$ cat config.mk
export PLATFORM = sky130hd
export DESIGN_NAME = grapheme_cluster_boundary
export DESIGN_NICKNAME = d
export VERILOG_FILES = /design/src/rtl/gcb_pkg.sv /design/src/rtl/gcb_rules.sv /design/src/rtl/grapheme_cluster_boundary.sv
export SDC_FILE = /design/constraint.sdc
export NUM_CORES = 1
export LEC_CHECK = 0
export BUFFER_PORTS_ARGS = -buffer_cell sky130_fd_sc_hd__buf_2
export CAP_MARGIN = 20
export CORE_UTILIZATION = 45
export DETAILED_ROUTE_END_ITERATION = 10
export PLACE_DENSITY = 0.72
export SYNTH_ARGS = -nofsm -noshare
export SYNTH_HDL_FRONTEND = slang
export SYNTH_SLANG_ARGS = --single-unit
export TNS_END_PERCENT = 30
$ cat constraint.sdc
create_clock -name clk -period 1.78 [get_ports clk]
set_clock_uncertainty 0.1 [all_clocks]
set_input_delay 0 -clock clk [delete_from_list [all_inputs] [get_ports clk]]
set_output_delay 0 -clock clk [all_outputs]
set_load 0.005 [all_outputs]
$ cat src/rtl/gcb_pkg.sv
// Shared class codes and state type for the grapheme cluster boundary block.
`default_nettype none

package gcb_pkg;

  // Grapheme break classes as they arrive on the input stream.
  localparam logic [3:0] GC_OTHER   = 4'd0;
  localparam logic [3:0] GC_CR      = 4'd1;
  localparam logic [3:0] GC_LF      = 4'd2;
  localparam logic [3:0] GC_CONTROL = 4'd3;
  localparam logic [3:0] GC_L       = 4'd4;
  localparam logic [3:0] GC_V       = 4'd5;
  localparam logic [3:0] GC_T       = 4'd6;
  localparam logic [3:0] GC_LV      = 4'd7;
  localparam logic [3:0] GC_LVT     = 4'd8;
  localparam logic [3:0] GC_EXTEND  = 4'd9;
  localparam logic [3:0] GC_ZWJ     = 4'd10;
  localparam logic [3:0] GC_SPACING = 4'd11;
  localparam logic [3:0] GC_PREPEND = 4'd12;
  localparam logic [3:0] GC_EXTPICT = 4'd13;
  localparam logic [3:0] GC_RI      = 4'd14;
  // Running class only: pictographic, extends, then ZWJ.
  localparam logic [3:0] GC_EPZWJ   = 4'd15;

  // Indic conjunct classes.
  localparam logic [1:0] IC_NONE      = 2'd0;
  localparam logic [1:0] IC_CONSONANT = 2'd1;
  localparam logic [1:0] IC_LINKER    = 2'd2;
  localparam logic [1:0] IC_EXTEND    = 2'd3;

  // Stream widths.
  localparam int unsigned DATA_W = 8;

  // Summary of the cluster seen so far.
  typedef struct packed {
    logic [3:0] cluster_class;
    logic [1:0] conjunct_state;
  } gcb_state_t;

  localparam gcb_state_t STATE_RESET = '{cluster_class: GC_CONTROL, conjunct_state: IC_NONE};

endpackage

`default_nettype wire

$ cat src/rtl/gcb_rules.sv
// Boundary decision and next cluster state for one code point.
`default_nettype none

module gcb_rules
  import gcb_pkg::*;
(
  input  gcb_state_t       cur,
  input  logic       [3:0] break_class,
  input  logic       [1:0] conjunct_class,
  output logic             boundary,
  output gcb_state_t       nxt
);

  function automatic logic is_ctl(input logic [3:0] c);
    is_ctl = (c == GC_CR) || (c == GC_LF) || (c == GC_CONTROL);
  endfunction

  // Pair rules between the running class and the new class; first match wins.
  function automatic logic pair_breaks(input logic [3:0] a, input logic [3:0] b);
    logic r;
    r = 1'b1;
    priority if (a == GC_CR && b == GC_LF) begin
      r = 1'b0;
    end else if (is_ctl(a) || is_ctl(b)) begin
      r = 1'b1;
    end else if (a == GC_L &&
                 (b == GC_L || b == GC_V || b == GC_LV || b == GC_LVT)) begin
      r = 1'b0;
    end else if ((a == GC_LV || a == GC_V) && (b == GC_V || b == GC_T)) begin
      r = 1'b0;
    end else if ((a == GC_LVT || a == GC_T) && b == GC_T) begin
      r = 1'b0;
    end else if (b == GC_EXTEND || b == GC_ZWJ || b == GC_SPACING ||
                 a == GC_PREPEND) begin
      r = 1'b0;
    end else if (a == GC_EPZWJ && b == GC_EXTPICT) begin
      r = 1'b0;
    end else if (a == GC_RI && b == GC_RI) begin
      r = 1'b0;
    end else begin
      r = 1'b1;
    end
    pair_breaks = r;
  endfunction

  logic conj_join;

  // A linker followed by a consonant always joins the conjunct.
  assign conj_join = (cur.conjunct_state == IC_LINKER) && (conjunct_class == IC_CONSONANT);
  assign boundary  = pair_breaks(cur.cluster_class, break_class) && !conj_join;

  // Next state: restart on a boundary, otherwise extend the cluster.
  always_comb begin
    nxt = cur;
    if (boundary) begin
      nxt.cluster_class  = break_class;
      nxt.conjunct_state = (conjunct_class == IC_CONSONANT) ? IC_CONSONANT : IC_NONE;
    end else begin
      if (conjunct_class == IC_CONSONANT || cur.conjunct_state == IC_CONSONANT ||
          cur.conjunct_state == IC_EXTEND) begin
        nxt.conjunct_state = conjunct_class;
      end else if (cur.conjunct_state == IC_LINKER) begin
        nxt.conjunct_state = (conjunct_class == IC_EXTEND) ? IC_LINKER : conjunct_class;
      end

      if (cur.cluster_class == GC_RI && break_class == GC_RI) begin
        nxt.cluster_class = GC_OTHER;
      end else if (cur.cluster_class == GC_EXTPICT) begin
        if (break_class == GC_ZWJ) begin
          nxt.cluster_class = GC_EPZWJ;
        end else if (break_class != GC_EXTEND) begin
          nxt.cluster_class = break_class;
        end
      end else begin
        nxt.cluster_class = break_class;
      end
    end
  end

endmodule

`default_nettype wire

$ cat src/rtl/grapheme_cluster_boundary.sv
// Top level of the grapheme cluster boundary detector.
//
//   Channel   Direction  Payload
//   s_axis    in         tdata[3:0] break_class, tdata[5:4] conjunct_class
//   m_axis    out        tdata[0] boundary
//
// One code point per cycle sustained while the result is not stalled; each beat
// passes through the input register and then sits in the result register.
// The rate is set by the cluster state register, updated on every advancing beat.
// Reset restores the control class and an empty conjunct state, and empties
// both registers. A stalled result holds; the input register takes one more
// beat and then holds off the input until the result drains.
`default_nettype none

module grapheme_cluster_boundary
  import gcb_pkg::*;
(
  input  logic              clk,
  input  logic              rst,
  input  logic              s_axis_tvalid,
  output logic              s_axis_tready,
  // [3:0] break_class, [5:4] conjunct_class, [7:6] zero
  input  logic [DATA_W-1:0] s_axis_tdata,
  output logic              m_axis_tvalid,
  input  logic              m_axis_tready,
  // [0] boundary, [7:1] zero
  output logic [DATA_W-1:0] m_axis_tdata
);

  logic       in_valid;
  logic [3:0] in_break;
  logic [1:0] in_conj;
  logic       out_valid;
  logic       out_boundary;
  logic       advance;
  logic       boundary;
  gcb_state_t state;
  gcb_state_t state_next;

  // The held code point moves on when the result register is free or draining.
  assign advance       = in_valid && (!out_valid || m_axis_tready);
  assign s_axis_tready = !in_valid || advance;

  gcb_rules u_rules (
    .cur            (state),
    .break_class    (in_break),
    .conjunct_class (in_conj),
    .boundary       (boundary),
    .nxt            (state_next)
  );

  // Control: valid flags and the cluster state.
  always_ff @(posedge clk) begin
    if (rst) begin
      in_valid  <= 1'b0;
      out_valid <= 1'b0;
      state     <= STATE_RESET;
    end else begin
      if (s_axis_tready) begin
        in_valid <= s_axis_tvalid;
      end
      if (advance) begin
        out_valid <= 1'b1;
        state     <= state_next;
      end else if (m_axis_tready) begin
        out_valid <= 1'b0;
      end
    end
  end

  // Payload registers.
  always_ff @(posedge clk) begin
    if (s_axis_tready && s_axis_tvalid) begin
      in_break <= s_axis_tdata[3:0];
      in_conj  <= s_axis_tdata[5:4];
    end
    if (advance) begin
      out_boundary <= boundary;
    end
  end

  assign m_axis_tvalid = out_valid;
  assign m_axis_tdata  = {{(DATA_W-1){1'b0}}, out_boundary};

endmodule

`default_nettype wire

==> impl_table.tex, run 1 <==
\begin{tabular}{lr}
\hline
Metric & Value \\
\hline
\multicolumn{2}{l}{\textbf{Outcome}} \\
\quad Status & finished, violations left \\
\quad Violations in the final reports & setup timing \\
\multicolumn{2}{l}{\textbf{Power and ir drop}} \\
\quad Leakage & 0.000451 µW \\
\quad Worst IR drop on VDD & 430 µV \\
\quad Post-route total power & 708 µW \\
\quad Power density over the cells & 609 nW/µm² \\
\multicolumn{2}{l}{\textbf{STA}} \\
\quad Final setup margin & -147 ps \\
\quad Hold Vio Cnt, Final & 0 \\
\quad Setup TNS Final & -202 ps \\
\quad Min Clock Period, post-route & 1930 ps \\
\quad Setup violations, final & 3 \\
\quad Post-route clock period utilization & 108\% \\
\quad Max frequency & 0.519 GHz \\
\quad Setup repair after global routing missed its margin & true \\
\quad Final Slew Violations & 0 \\
\quad Hold Slack & 338 ps \\
\multicolumn{2}{l}{\textbf{Setup path}} \\
\quad Startpoint-to-endpoint class of the critical path & reg -> reg \\
\quad Kind of cell adding the most delay to the critical path & simple AND/OR/NAND/NOR gates \\
\quad Bufs and invs on worst path & 0 \\
\quad Number of gates on the worst path with buffers counted & 5 \\
\quad Crit path launch type & flop \\
\quad Data required, critical path & 1860 ps \\
\quad Slowest-stage cell, CP & sky130\_fd\_sc\_hd\_\_or4b\_1 \\
\quad Number of cells on the worst reg-to-reg path & 5 \\
\quad Element type at the critical path end & flop \\
\quad Crit-path cells & and4bb\_1, a211oi\_1, or4b\_1, o311a\_4, a2111oi\_4 \\
\quad Peak fanout along the critical path & 6 \\
\quad Maximum cell stage delay along the critical path & 510 ps \\
\quad Arrival time at the worst endpoint & 2000 ps \\
\multicolumn{2}{l}{\textbf{Placement}} \\
\quad Routability-driven placement congestion ratio & 0.902 \\
\quad Placed inst area & 1010 µm² \\
\quad IO Port Bufs & 12 \\
\quad Post-detail-place hpwl & 1290 µm \\
\multicolumn{2}{l}{\textbf{Drt}} \\
\quad Post-route DRC & 0 \\
\quad Detailed Routing Iterations Pass 1 & 4 \\
\quad Routed wire per std cell & 12.8 µm \\
\quad DR iter-0 viols & 12 \\
\quad Total wire length after detailed routing & 1840 µm \\
\quad Via count & 763 \\
\quad Antenna violation net count after detailed routing & 0 \\
\quad Mean number of vias per cell & 5.30 \\
\multicolumn{2}{l}{\textbf{Synthesis}} \\
\quad Most instantiated cells after synthesis & sky130\_fd\_sc\_hd\_\_buf\_4, sky130\_fd\_sc\_hd\_\_dfxtp\_1, sky130\_fd\_sc\_hd\_\_nor2\_1 \\
\quad Post-synthesis instance area & 853 µm² \\
\quad Number of synthesized flops with an enable pin & 7 \\
\quad Post-synthesis sequential element count & 15 \\
\quad Flip-flop cell with the highest count after synthesis & sky130\_fd\_sc\_hd\_\_dfxtp\_1 \\
\quad Fraction of registers with async set/reset & 0\% \\
\quad Seq/Total Area, Yosys & 43.4\% \\
\quad Post-synthesis instance total & 84 \\
\quad YS warnings & 0 \\
\quad Biggest area consumer among synthesized cells & sky130\_fd\_sc\_hd\_\_edfxtp\_1 \\
\quad Average size of a mapped cell & 10.2 µm² \\
\quad Share of Yosys cell area claimed by the top area cell type & 24.6\% \\
\quad Most area-consuming cells after synthesis & sky130\_fd\_sc\_hd\_\_edfxtp\_1, sky130\_fd\_sc\_hd\_\_dfxtp\_1, sky130\_fd\_sc\_hd\_\_buf\_4, sky130\_fd\_sc\_hd\_\_nand2b\_1, sky130\_fd\_sc\_hd\_\_nor4\_1 \\
\quad Synth cell types & 35 \\
\multicolumn{2}{l}{\textbf{Global routing}} \\
\quad All-layer global routing usage & 21.0\% \\
\quad Number of antenna violations at the first check in global routing & 0 \\
\quad First-pass GRT wire length & 3110 µm \\
\quad Largest net degree at the start of global routing & 10 \\
\quad Total congestion overflow & 0 \\
\quad Vias in the first global route & 737 \\
\multicolumn{2}{l}{\textbf{Hold path}} \\
\quad Depth of the worst hold-timing path & 2 \\
\quad Worst min-delay path class & in -> reg \\
\multicolumn{2}{l}{\textbf{Clock tree}} \\
\quad Number of clock buffers inserted by TritonCTS & 3 \\
\quad Clk root buf & sky130\_fd\_sc\_hd\_\_clkbuf\_4 \\
\quad Maximum buffer depth of the clock tree & 2 \\
\quad Clk Latency, worst-skew pair & 270 ps \\
\quad Sink count of the clock tree & 15 \\
\quad Clock tree from TritonCTS & yes \\
\quad H-tree levels & 1 \\
\quad Post-CTS clock slew at the launch and capture registers of the worst setup and hold paths & 80 ps \\
\multicolumn{2}{l}{\textbf{Die}} \\
\quad Total Die Area & 2070 µm² \\
\quad Die Height & 45.5 µm \\
\quad Boundary Pins & 22 \\
\quad Die W & 45.5 µm \\
\quad Number of placement rows & 15 \\
\quad Core area & 1750 µm² \\
\quad Starting Density & 48.9\% \\
\multicolumn{2}{l}{\textbf{Cells and area}} \\
\quad Area added between synthesis and finish & 36.2\% \\
\quad Post-layout nets & 132 \\
\quad Finished layout cell area & 1160 µm² \\
\quad Finished Core Util & 66.6\% \\
\quad Number of inserted diodes & 0 \\
\quad Layout cell share with drive strength beyond 1 & 32.8\% \\
\multicolumn{2}{l}{\textbf{Run}} \\
\quad Number of max-capacitance violations reported & 0 \\
\hline
\end{tabular}
[flip-flops by register name, indices dropped and copies added (netlist names)]
| name | count |
|---|---|
| in_break | 4 |
| in_conj | 2 |
| in_valid | 1 |
| m_axis_tvalid | 1 |
| out_boundary | 1 |
| state | 6 |
[report_power, final]
| group | total (µW) | internal [µW] | switching (µW) | leakage (µW) |
|---|---|---|---|---|
| clock | 180 | 86.6 | 92.9 | 0.0000150 |
| combinational | 130 | 69.8 | 60.1 | 0.000305 |
| sequential | 399 | 379 | 19.2 | 0.000131 |
[repair_timing]
item                                    CTS  global route
cloned                                    0             0
resized for setup                         2             1
pin swaps                                 0             1
hold buffers                             10             0
endpoints found under the hold margin    14             0
endpoints found under the setup margin    5             6
buffers inserted                          0             0
[routing by layer]
layer	wire length [µm]	GRT usage, %	up-vias	share of wire [%]
met5	0	0	-	0
met4	29	9.09	0	1.6
met3	92	4.76	4	5.0
met2	936	36.3	28	51
met1	785	24.6	361	43
li1	-	-	370	-
[through the flow]
step	setup slack (ps)	instances
after floorplan	-42.8	90
after global placement	-88.2	130
after detailed placement	-139	130
after CTS	-148	144
after global routing	-233	144
final	-147	144
[logic make-up (layout without fill, tap and decap cells)]
logic type / after synthesis / after routing / share of synthesized area [%]
AOI/OAI and AO/OA: 18 / 18 / 18.5
buffers and inverters: 12 / 41 / 10.1
other: 1 / 7 / 0.439
and+or+nand+nor: 38 / 38 / 27.6
DFF: 15 / 15 / 43.4
[cell usage in the layout, fill, tap and decap left out, drive strengths merged]
master and count:
a2111oi 1, and4bb 1, nor3b 2, and3b 1
nor2 8, or4b 2, a2bb2o 1, o311a 1
dlygate4sd3 10, o22ai 1, a211oi 3, nand2 4
and2 1, clkbuf 4, buf 25, nand3b 1
a21oi 5, a22oi 1, nor3 3, edfxtp 7
dfxtp 8, o32ai 1, nand2b 6, o21ai 2
conb 7, nor2b 1, nor4bb 1, nand3 1
nor4 5, or2b 1, o21bai 1, inv 2
a221o 1
[final cells by class]
class / count / area, µm²
Clock buffer: 4 / 26.3
Fill cell: 154 / 583
Inverter: 2 / 7.51
Multi-Input combinational cell: 63 / 469
Sequential cell: 15 / 370
Tap cell: 25 / 31.3
Timing Repair Buffer: 35 / 258
[path summary, 6_finish.rpt]
path                   startpoint  slack (ps)            end
setup / recovery      in_break[0]        -150       state[1]
hold / removal    s_axis_tdata[2]         340    in_break[2]
setup reg to reg      in_break[0]        -150       state[1]
hold reg to reg          in_valid         450  m_axis_tvalid
(Power assumes the default switching activity.)
==> run 2: changes to the inputs <==
--- a/config.mk
+++ b/config.mk
@@ -10,6 +10,7 @@
 export CORE_UTILIZATION = 45
 export DETAILED_ROUTE_END_ITERATION = 10
 export PLACE_DENSITY = 0.72
+export SKIP_LAST_GASP = 1
 export SYNTH_ARGS = -nofsm -noshare
 export SYNTH_HDL_FRONTEND = slang
 export SYNTH_SLANG_ARGS = --single-unit
==> run 2 against run 1 <==
Largest cell class unchanged; critical path depth unchanged; combinational power about the same; sequential cell count unchanged; cell count increased by 0.69%; utilization rose by 0.43 points; worst setup slack worse by 8.2 ps; critical endpoint unchanged; largest power group unchanged; first-iteration DRC count increased by 110%; non-clock buffer count is 1 higher; clock power grew 3%; the run still ends with setup timing left.
==> impl_table.tex, run 2 (same netlist as run 1, synthesis figures left out) <==
\begin{tabular}{lr}
\hline
Metric & Value \\
\hline
\multicolumn{2}{l}{\textbf{Die}} \\
\quad Total Die Area & 2070 µm² (unchanged) \\
\quad Die W & 45.5 µm (unchanged) \\
\quad Number of placement rows & 15 (unchanged) \\
\quad Core area & 1750 µm² (unchanged) \\
\quad Starting Density & 48.9\% (unchanged) \\
\quad Die Height & 45.5 µm (unchanged) \\
\quad Boundary Pins & 22 (unchanged) \\
\multicolumn{2}{l}{\textbf{Global routing}} \\
\quad Vias in the first global route & 727 (-1.4\%) \\
\quad Number of antenna violations at the first check in global routing & 0 (unchanged) \\
\quad Largest net degree at the start of global routing & 10 (unchanged) \\
\quad All-layer global routing usage & 20.3\% (-0.75 points) \\
\quad First-pass GRT wire length & 2990 µm (-3.8\%) \\
\quad Total congestion overflow & 0 (unchanged) \\
\multicolumn{2}{l}{\textbf{STA}} \\
\quad Post-route clock period utilization & 109\% (+0.46 points) \\
\quad Hold Vio Cnt, Final & 0 (unchanged) \\
\quad Hold Slack & 337 ps (-1.46 ps) \\
\quad Max frequency & 0.517 GHz (-0.43\%) \\
\quad Setup violations, final & 4 (+1) \\
\quad Setup repair after global routing missed its margin & true \\
\quad Final setup margin & -155 ps (-8.23 ps) \\
\quad Min Clock Period, post-route & 1940 ps (+8.23 ps) \\
\quad Final Slew Violations & 0 (unchanged) \\
\multicolumn{2}{l}{\textbf{Drt}} \\
\quad DR iter-0 viols & 25 (+13) \\
\quad Via count & 773 (+1.3\%) \\
\quad Mean number of vias per cell & 5.33 (+0.61\%) \\
\quad Post-route DRC & 0 (unchanged) \\
\quad Routed wire per std cell & 13.2 µm (+3.0\%) \\
\quad Antenna violation net count after detailed routing & 0 (unchanged) \\
\quad Total wire length after detailed routing & 1910 µm (+3.7\%) \\
\quad Detailed Routing Iterations Pass 1 & 4 (unchanged) \\
\multicolumn{2}{l}{\textbf{Power and ir drop}} \\
\quad Power density over the cells & 612 nW/µm² (+0.49\%) \\
\quad Leakage & 0.000456 µW (+1.1\%) \\
\quad Worst IR drop on VDD & 436 µV (+1.4\%) \\
\multicolumn{2}{l}{\textbf{Setup path}} \\
\quad Reg2reg start & in\_break[0] \\
\quad Bufs and invs on worst path & 0 (unchanged) \\
\quad Arrival time at the worst endpoint & 2020 ps (+20 ps) \\
\quad Crit-path cells & and4bb\_1, a211oi\_1, or4b\_1, o311a\_4, a2111oi\_4 \\
\quad Maximum cell stage delay along the critical path & 510 ps (about the same) \\
\quad Data required, critical path & 1860 ps (about the same) \\
\quad Slowest-stage cell, CP & sky130\_fd\_sc\_hd\_\_or4b\_1 \\
\quad Kind of cell adding the most delay to the critical path & simple AND/OR/NAND/NOR gates \\
\quad Startpoint-to-endpoint class of the critical path & reg -> reg \\
\quad Crit path launch type & flop \\
\quad Element type at the critical path end & flop \\
\quad End of the worst register-to-register path & state[1] \\
\quad Peak fanout along the critical path & 6 (unchanged) \\
\quad Worst setup slack for register-to-register paths & -160 ps (about the same) \\
\quad Number of cells on the worst reg-to-reg path & 5 (unchanged) \\
\multicolumn{2}{l}{\textbf{Cells and area}} \\
\quad Layout cell share with drive strength beyond 1 & 33.3\% (+0.56 points) \\
\quad Area added between synthesis and finish & 37.1\% \\
\quad Post-layout nets & 133 (+0.76\%) \\
\quad Number of inserted diodes & 0 (unchanged) \\
\quad Largest registers & state (6), in\_break (4), in\_conj (2) \\
\quad Most frequent standard cell in the layout excluding fill and tap cells & sky130\_fd\_sc\_hd\_\_buf\_4 \\
\quad Max reg flops & 6 (unchanged) \\
\quad Commonest cells after routing, fill and taps aside & sky130\_fd\_sc\_hd\_\_buf\_4, sky130\_fd\_sc\_hd\_\_buf\_2, sky130\_fd\_sc\_hd\_\_dlygate4sd3\_1 \\
\quad Register ranked first by flip-flop count & state \\
\multicolumn{2}{l}{\textbf{Clock tree}} \\
\quad Sink count of the clock tree & 15 (unchanged) \\
\quad Clock tree from TritonCTS & yes \\
\quad H-tree levels & 1 (unchanged) \\
\quad Number of clock buffers inserted by TritonCTS & 3 (unchanged) \\
\quad Clk Latency, worst-skew pair & 270 ps (about the same) \\
\quad Post-CTS clock slew at the launch and capture registers of the worst setup and hold paths & 90 ps (about the same) \\
\quad Clk root buf & sky130\_fd\_sc\_hd\_\_clkbuf\_4 \\
\quad Maximum buffer depth of the clock tree & 2 (unchanged) \\
\multicolumn{2}{l}{\textbf{Placement}} \\
\quad IO Port Bufs & 12 (unchanged) \\
\quad Routability-driven placement congestion ratio & 0.902 (unchanged) \\
\quad Post-detail-place hpwl & 1290 µm (unchanged) \\
\quad Worst setup slack before clock tree synthesis & -139 ps (unchanged) \\
\multicolumn{2}{l}{\textbf{Hold path}} \\
\quad Startpoint of the lowest-slack hold path & s\_axis\_tdata[2] \\
\quad Worst min-delay path class & in -> reg \\
\quad Depth of the worst hold-timing path & 2 (unchanged) \\
\quad Worst Hold Path EP & in\_break[2] \\
\multicolumn{2}{l}{\textbf{Outcome}} \\
\quad Status & finished, violations left \\
\quad Violations in the final reports & setup timing \\
\multicolumn{2}{l}{\textbf{Run}} \\
\quad Number of max-capacitance violations reported & 0 (unchanged) \\
\hline
\end{tabular}
run 2: cell types whose count changed in the layout (fill, tap and decap cells not counted), sizes merged:
cell,change
buf,+1
run 2: where the power goes:
| part | internal (µW) | total, µW | switching (µW) |
|---|---|---|---|
| sequential | 379 | 398 | 19.0 |
| clock | 86.6 | 185 | 98.1 |
| combinational | 71.2 | 133 | 61.9 |
| total | 537 | 716 | 179 |
run 2: timing repair:
action | in CTS | in global routing
endpoints found under the setup margin | 5 | 7
pin swaps | 0 | 0
endpoints found under the hold margin | 14 | 0
resized for setup | 0 | 3
hold buffers | 10 | 0
setup buffers | 0 | 1
run 2: how the worst max path moves through the flow:
stage               end        start  cells past startpoint  slack (ps)
6_report       state[1]  in_break[0]                      5        -160
5_1_grt        state[1]  in_break[0]                      5        -260
4_1_cts        state[1]  in_break[0]                      5        -150
3_5_place_dp   state[1]  in_break[0]                      5        -140
3_3_place_gp   state[3]  in_break[2]                      5         -90
2_1_floorplan  state[1]  in_break[1]                      5         -40
run 2: stage by stage:
step	area, µm²	util, %	std cells	TNS [ps]	total power (µW)
after floorplan	905	-	90	-42.8	480
after global placement	1010	58.1	130	-156	510
after detailed placement	1010	58.1	130	-222	513
after CTS	1140	65.4	144	-297	713
after global routing	1170	67.0	145	-605	749
final	1170	67.0	145	-205	716
run 2: cell type report:
class / instances / area (µm²)
multi-input combinational: 63 / 469
tap: 25 / 31.3
fill: 154 / 576
timing repair buffer: 36 / 265
inverter: 2 / 7.51
clock buffer: 4 / 26.3
sequential: 15 / 370
run 2: routing by layer:
layer | up-vias | track usage [%] | part of all wire, % | routed length, µm
met5 | - | 0 | 0 | 0
met4 | 0 | 8.48 | 0.78 | 15
met3 | 2 | 3.97 | 5.0 | 95
met2 | 33 | 35.7 | 52 | 995
met1 | 365 | 23.6 | 42 | 805
li1 | 373 | - | - | -
run 2: worst register-to-register path: cells and delay by family (launching register included):
kind / cells / cell delay [ps]
AND/OR/NAND/NOR: 2 / 800
AO/OA/AOI/OAI: 3 / 500
flip-flops: 1 / 450
==> run 3: changes to the inputs <==
--- a/config.mk
+++ b/config.mk
@@ -7,9 +7,11 @@
 export LEC_CHECK = 0
 export BUFFER_PORTS_ARGS = -buffer_cell sky130_fd_sc_hd__buf_2
 export CAP_MARGIN = 20
-export CORE_UTILIZATION = 45
+export CELL_PAD_IN_SITES_DETAIL_PLACEMENT = 1
+export CELL_PAD_IN_SITES_GLOBAL_PLACEMENT = 1
+export CORE_UTILIZATION = 35
 export DETAILED_ROUTE_END_ITERATION = 10
-export PLACE_DENSITY = 0.72
+export PLACE_DENSITY_LB_ADDON = 0.1
 export SKIP_LAST_GASP = 1
 export SYNTH_ARGS = -nofsm -noshare
 export SYNTH_HDL_FRONTEND = slang
==> run 3 against run 2 <==
The flow still finishes with violations (setup timing); clock power is 3% higher; combinational power about the same; via count rose by 0.39%; first-iteration DRC count shrank 72%; cell area increased by 0.43%; critical endpoint is now state[3]; highest routed layer unchanged.
==> impl_table.tex, run 3 (same netlist as run 1, synthesis figures left out) <==
\begin{tabular}{lr}
\hline
Metric & Value \\
\hline
\multicolumn{2}{l}{\textbf{Outcome}} \\
\quad Status & finished, violations left \\
\quad Violations in the final reports & setup timing \\
\multicolumn{2}{l}{\textbf{Setup path}} \\
\quad Reg2reg start & in\_break[1] \\
\quad Startpoint-to-endpoint class of the critical path & reg -> reg \\
\quad Bufs and invs on worst path & 2 (+2) \\
\quad Kind of cell adding the most delay to the critical path & simple AND/OR/NAND/NOR gates \\
\quad Data required, critical path & 1850 ps (about the same) \\
\quad Slowest-stage cell, CP & sky130\_fd\_sc\_hd\_\_edfxtp\_1 \\
\quad Number of cells on the worst reg-to-reg path & 6 (+1) \\
\quad Arrival time at the worst endpoint & 2010 ps (about the same) \\
\quad Crit-path cells & buf\_4, buf\_4, or2b\_1, nor4\_1, nor3\_1, a221o\_1 \\
\quad Worst setup slack for register-to-register paths & -160 ps (about the same) \\
\quad Most frequent cell on the critical path & sky130\_fd\_sc\_hd\_\_buf\_4 \\
\quad Maximum cell stage delay along the critical path & 470 ps (-40 ps) \\
\quad Peak fanout along the critical path & 5 (-1) \\
\quad Crit path launch type & flop \\
\quad Element type at the critical path end & flop \\
\quad End of the worst register-to-register path & state[3] \\
\multicolumn{2}{l}{\textbf{Clock tree}} \\
\quad Clock tree from TritonCTS & yes \\
\quad Clk Latency, worst-skew pair & 270 ps (about the same) \\
\quad Number of clock buffers inserted by TritonCTS & 3 (unchanged) \\
\quad H-tree levels & 1 (unchanged) \\
\quad Post-CTS clock slew at the launch and capture registers of the worst setup and hold paths & 90 ps (about the same) \\
\quad Post-cts sizing count & 0 (unchanged) \\
\quad Maximum buffer depth of the clock tree & 2 (unchanged) \\
\quad Clk root buf & sky130\_fd\_sc\_hd\_\_clkbuf\_4 \\
\quad Sink count of the clock tree & 15 (unchanged) \\
\multicolumn{2}{l}{\textbf{Placement}} \\
\quad Routability-driven placement congestion ratio & 0.733 (-19\%) \\
\quad IO Port Bufs & 12 (unchanged) \\
\quad Number of cells after detailed placement & 133 (+2.3\%) \\
\quad Post-detail-place hpwl & 1500 µm (+17\%) \\
\multicolumn{2}{l}{\textbf{Drt}} \\
\quad Antenna violation net count after detailed routing & 0 (unchanged) \\
\quad Routed wire per std cell & 13.5 µm (+2.1\%) \\
\quad DR iter-0 viols & 7 (-72\%) \\
\quad Total wire length after detailed routing & 2030 µm (+6.3\%) \\
\quad Via count & 776 (+0.39\%) \\
\quad Mean number of vias per cell & 5.14 (-3.6\%) \\
\quad Detailed Routing Iterations Pass 1 & 4 (unchanged) \\
\quad Post-route DRC & 0 (unchanged) \\
\multicolumn{2}{l}{\textbf{Die}} \\
\quad Die W & 51.4 µm (+13\%) \\
\quad Boundary Pins & 22 (unchanged) \\
\quad Core area & 2250 µm² (+29\%) \\
\quad Number of placement rows & 17 (+2) \\
\quad Die Height & 51.4 µm (+13\%) \\
\quad Total Die Area & 2640 µm² (+27\%) \\
\quad Starting Density & 37.8\% (-11 points) \\
\multicolumn{2}{l}{\textbf{STA}} \\
\quad Min Clock Period, post-route & 1940 ps (+9.41 ps) \\
\quad Post-route clock period utilization & 109\% (+0.53 points) \\
\quad Final setup margin & -164 ps (-9.41 ps) \\
\quad Final Slew Violations & 0 (unchanged) \\
\quad Hold Vio Cnt, Final & 0 (unchanged) \\
\quad Setup violations, final & 6 (+2) \\
\quad Setup repair after global routing missed its margin & true \\
\quad Max frequency & 0.514 GHz (-0.48\%) \\
\multicolumn{2}{l}{\textbf{Hold path}} \\
\quad Startpoint of the lowest-slack hold path & s\_axis\_tdata[0] \\
\quad Depth of the worst hold-timing path & 2 (unchanged) \\
\quad Worst Hold Path EP & in\_break[0] \\
\quad Worst min-delay path class & in -> reg \\
\multicolumn{2}{l}{\textbf{Run}} \\
\quad Number of max-capacitance violations reported & 0 (unchanged) \\
\multicolumn{2}{l}{\textbf{Cells and area}} \\
\quad Commonest cells after routing, fill and taps aside & sky130\_fd\_sc\_hd\_\_buf\_4, sky130\_fd\_sc\_hd\_\_buf\_2, sky130\_fd\_sc\_hd\_\_dlygate4sd3\_1 \\
\quad Number of inserted diodes & 0 (unchanged) \\
\quad Post-layout nets & 136 (+2.3\%) \\
\quad Largest registers & state (6), in\_break (4), in\_conj (2) \\
\quad Register ranked first by flip-flop count & state \\
\quad Most frequent standard cell in the layout excluding fill and tap cells & sky130\_fd\_sc\_hd\_\_buf\_4 \\
\quad Layout cell share with drive strength beyond 1 & 33.3\% (unchanged) \\
\quad Area added between synthesis and finish & 37.7\% \\
\quad Final Non-Filler Cells & 151 (+4.1\%) \\
\quad Max reg flops & 6 (unchanged) \\
\quad Filler cell count in the final layout & 283 (+84\%) \\
\multicolumn{2}{l}{\textbf{Global routing}} \\
\quad Vias in the first global route & 766 (+5.4\%) \\
\quad All-layer global routing usage & 17.3\% (-2.9 points) \\
\quad First-pass GRT wire length & 3330 µm (+11\%) \\
\quad Largest net degree at the start of global routing & 10 (unchanged) \\
\quad Total congestion overflow & 0 (unchanged) \\
\quad Number of antenna violations at the first check in global routing & 0 (unchanged) \\
\multicolumn{2}{l}{\textbf{Power and ir drop}} \\
\quad Leakage & 0.000463 µW (+1.5\%) \\
\quad Power density over the cells & 616 nW/µm² (+0.70\%) \\
\quad Post-route total power & 724 µW (+1.1\%) \\
\quad Worst IR drop on VDD & 389 µV (-11\%) \\
\hline
\end{tabular}
## run 3: changes by cell type in the layout (fill, tap and decap cells not counted)
cell and change:
sky130_fd_sc_hd__buf_4 +3, sky130_fd_sc_hd__nor4_2 -1, sky130_fd_sc_hd__nor4_1 +2, sky130_fd_sc_hd__nor4_4 -1
## run 3: worst max-delay path by stage
stage                      from        to  slack (ps)  cells after the start
floorplan           in_break[1]  state[1]         -40                      5
global placement    in_break[1]  state[1]        -100                      5
detailed placement  in_break[1]  state[1]        -140                      5
CTS                 in_break[1]  state[1]        -140                      5
global route        in_break[1]  state[3]        -250                      6
finish              in_break[1]  state[3]        -160                      6
## run 3: per-layer routing
metal,global-route usage [%],routed length (µm),vias up
li1,-,-,379
met1,19.9,907,375
met2,30.7,1060,20
met3,2.98,51,2
met4,8.11,15,0
met5,0,0,-
## run 3: metrics by stage
step                      setup slack (ps)  area [µm²]  TNS [ps]  hold slack (ps)  util, %
final                                 -164        1170      -504              330     52.1
after floorplan                      -42.8         905     -42.8            -1.13        -
after global routing                  -245        1170     -1120              320     52.1
after CTS                             -135        1160      -254              314     51.4
after global placement               -98.8        1020     -98.8             76.1     45.2
after detailed placement              -138        1020      -179             78.7     45.2
## run 3: timing repair
action / 4_1_cts / 5_1_grt
buffers inserted: 2 / 2
hold endpoints to repair: 14 / 0
endpoints found under the setup margin: 4 / 7
hold buffers: 10 / 0
gates cloned: 0 / 0
## run 3: layout make-up
cell class	instances	area [µm²]	area share [%]
multi-input cells	63	448	38.1
repair buffers	39	288	24.5
clock buffers	4	26.3	2.24
well taps	28	35.0	2.98
flip-flops and latches	15	370	31.5
inverters	2	7.51	0.639
## run 3: where the power goes
part,switching (µW),internal [µW],total (µW)
logic,58.6,74.7,133
clock network,104,86.8,191
registers,20.5,380,400
total,183,541,724
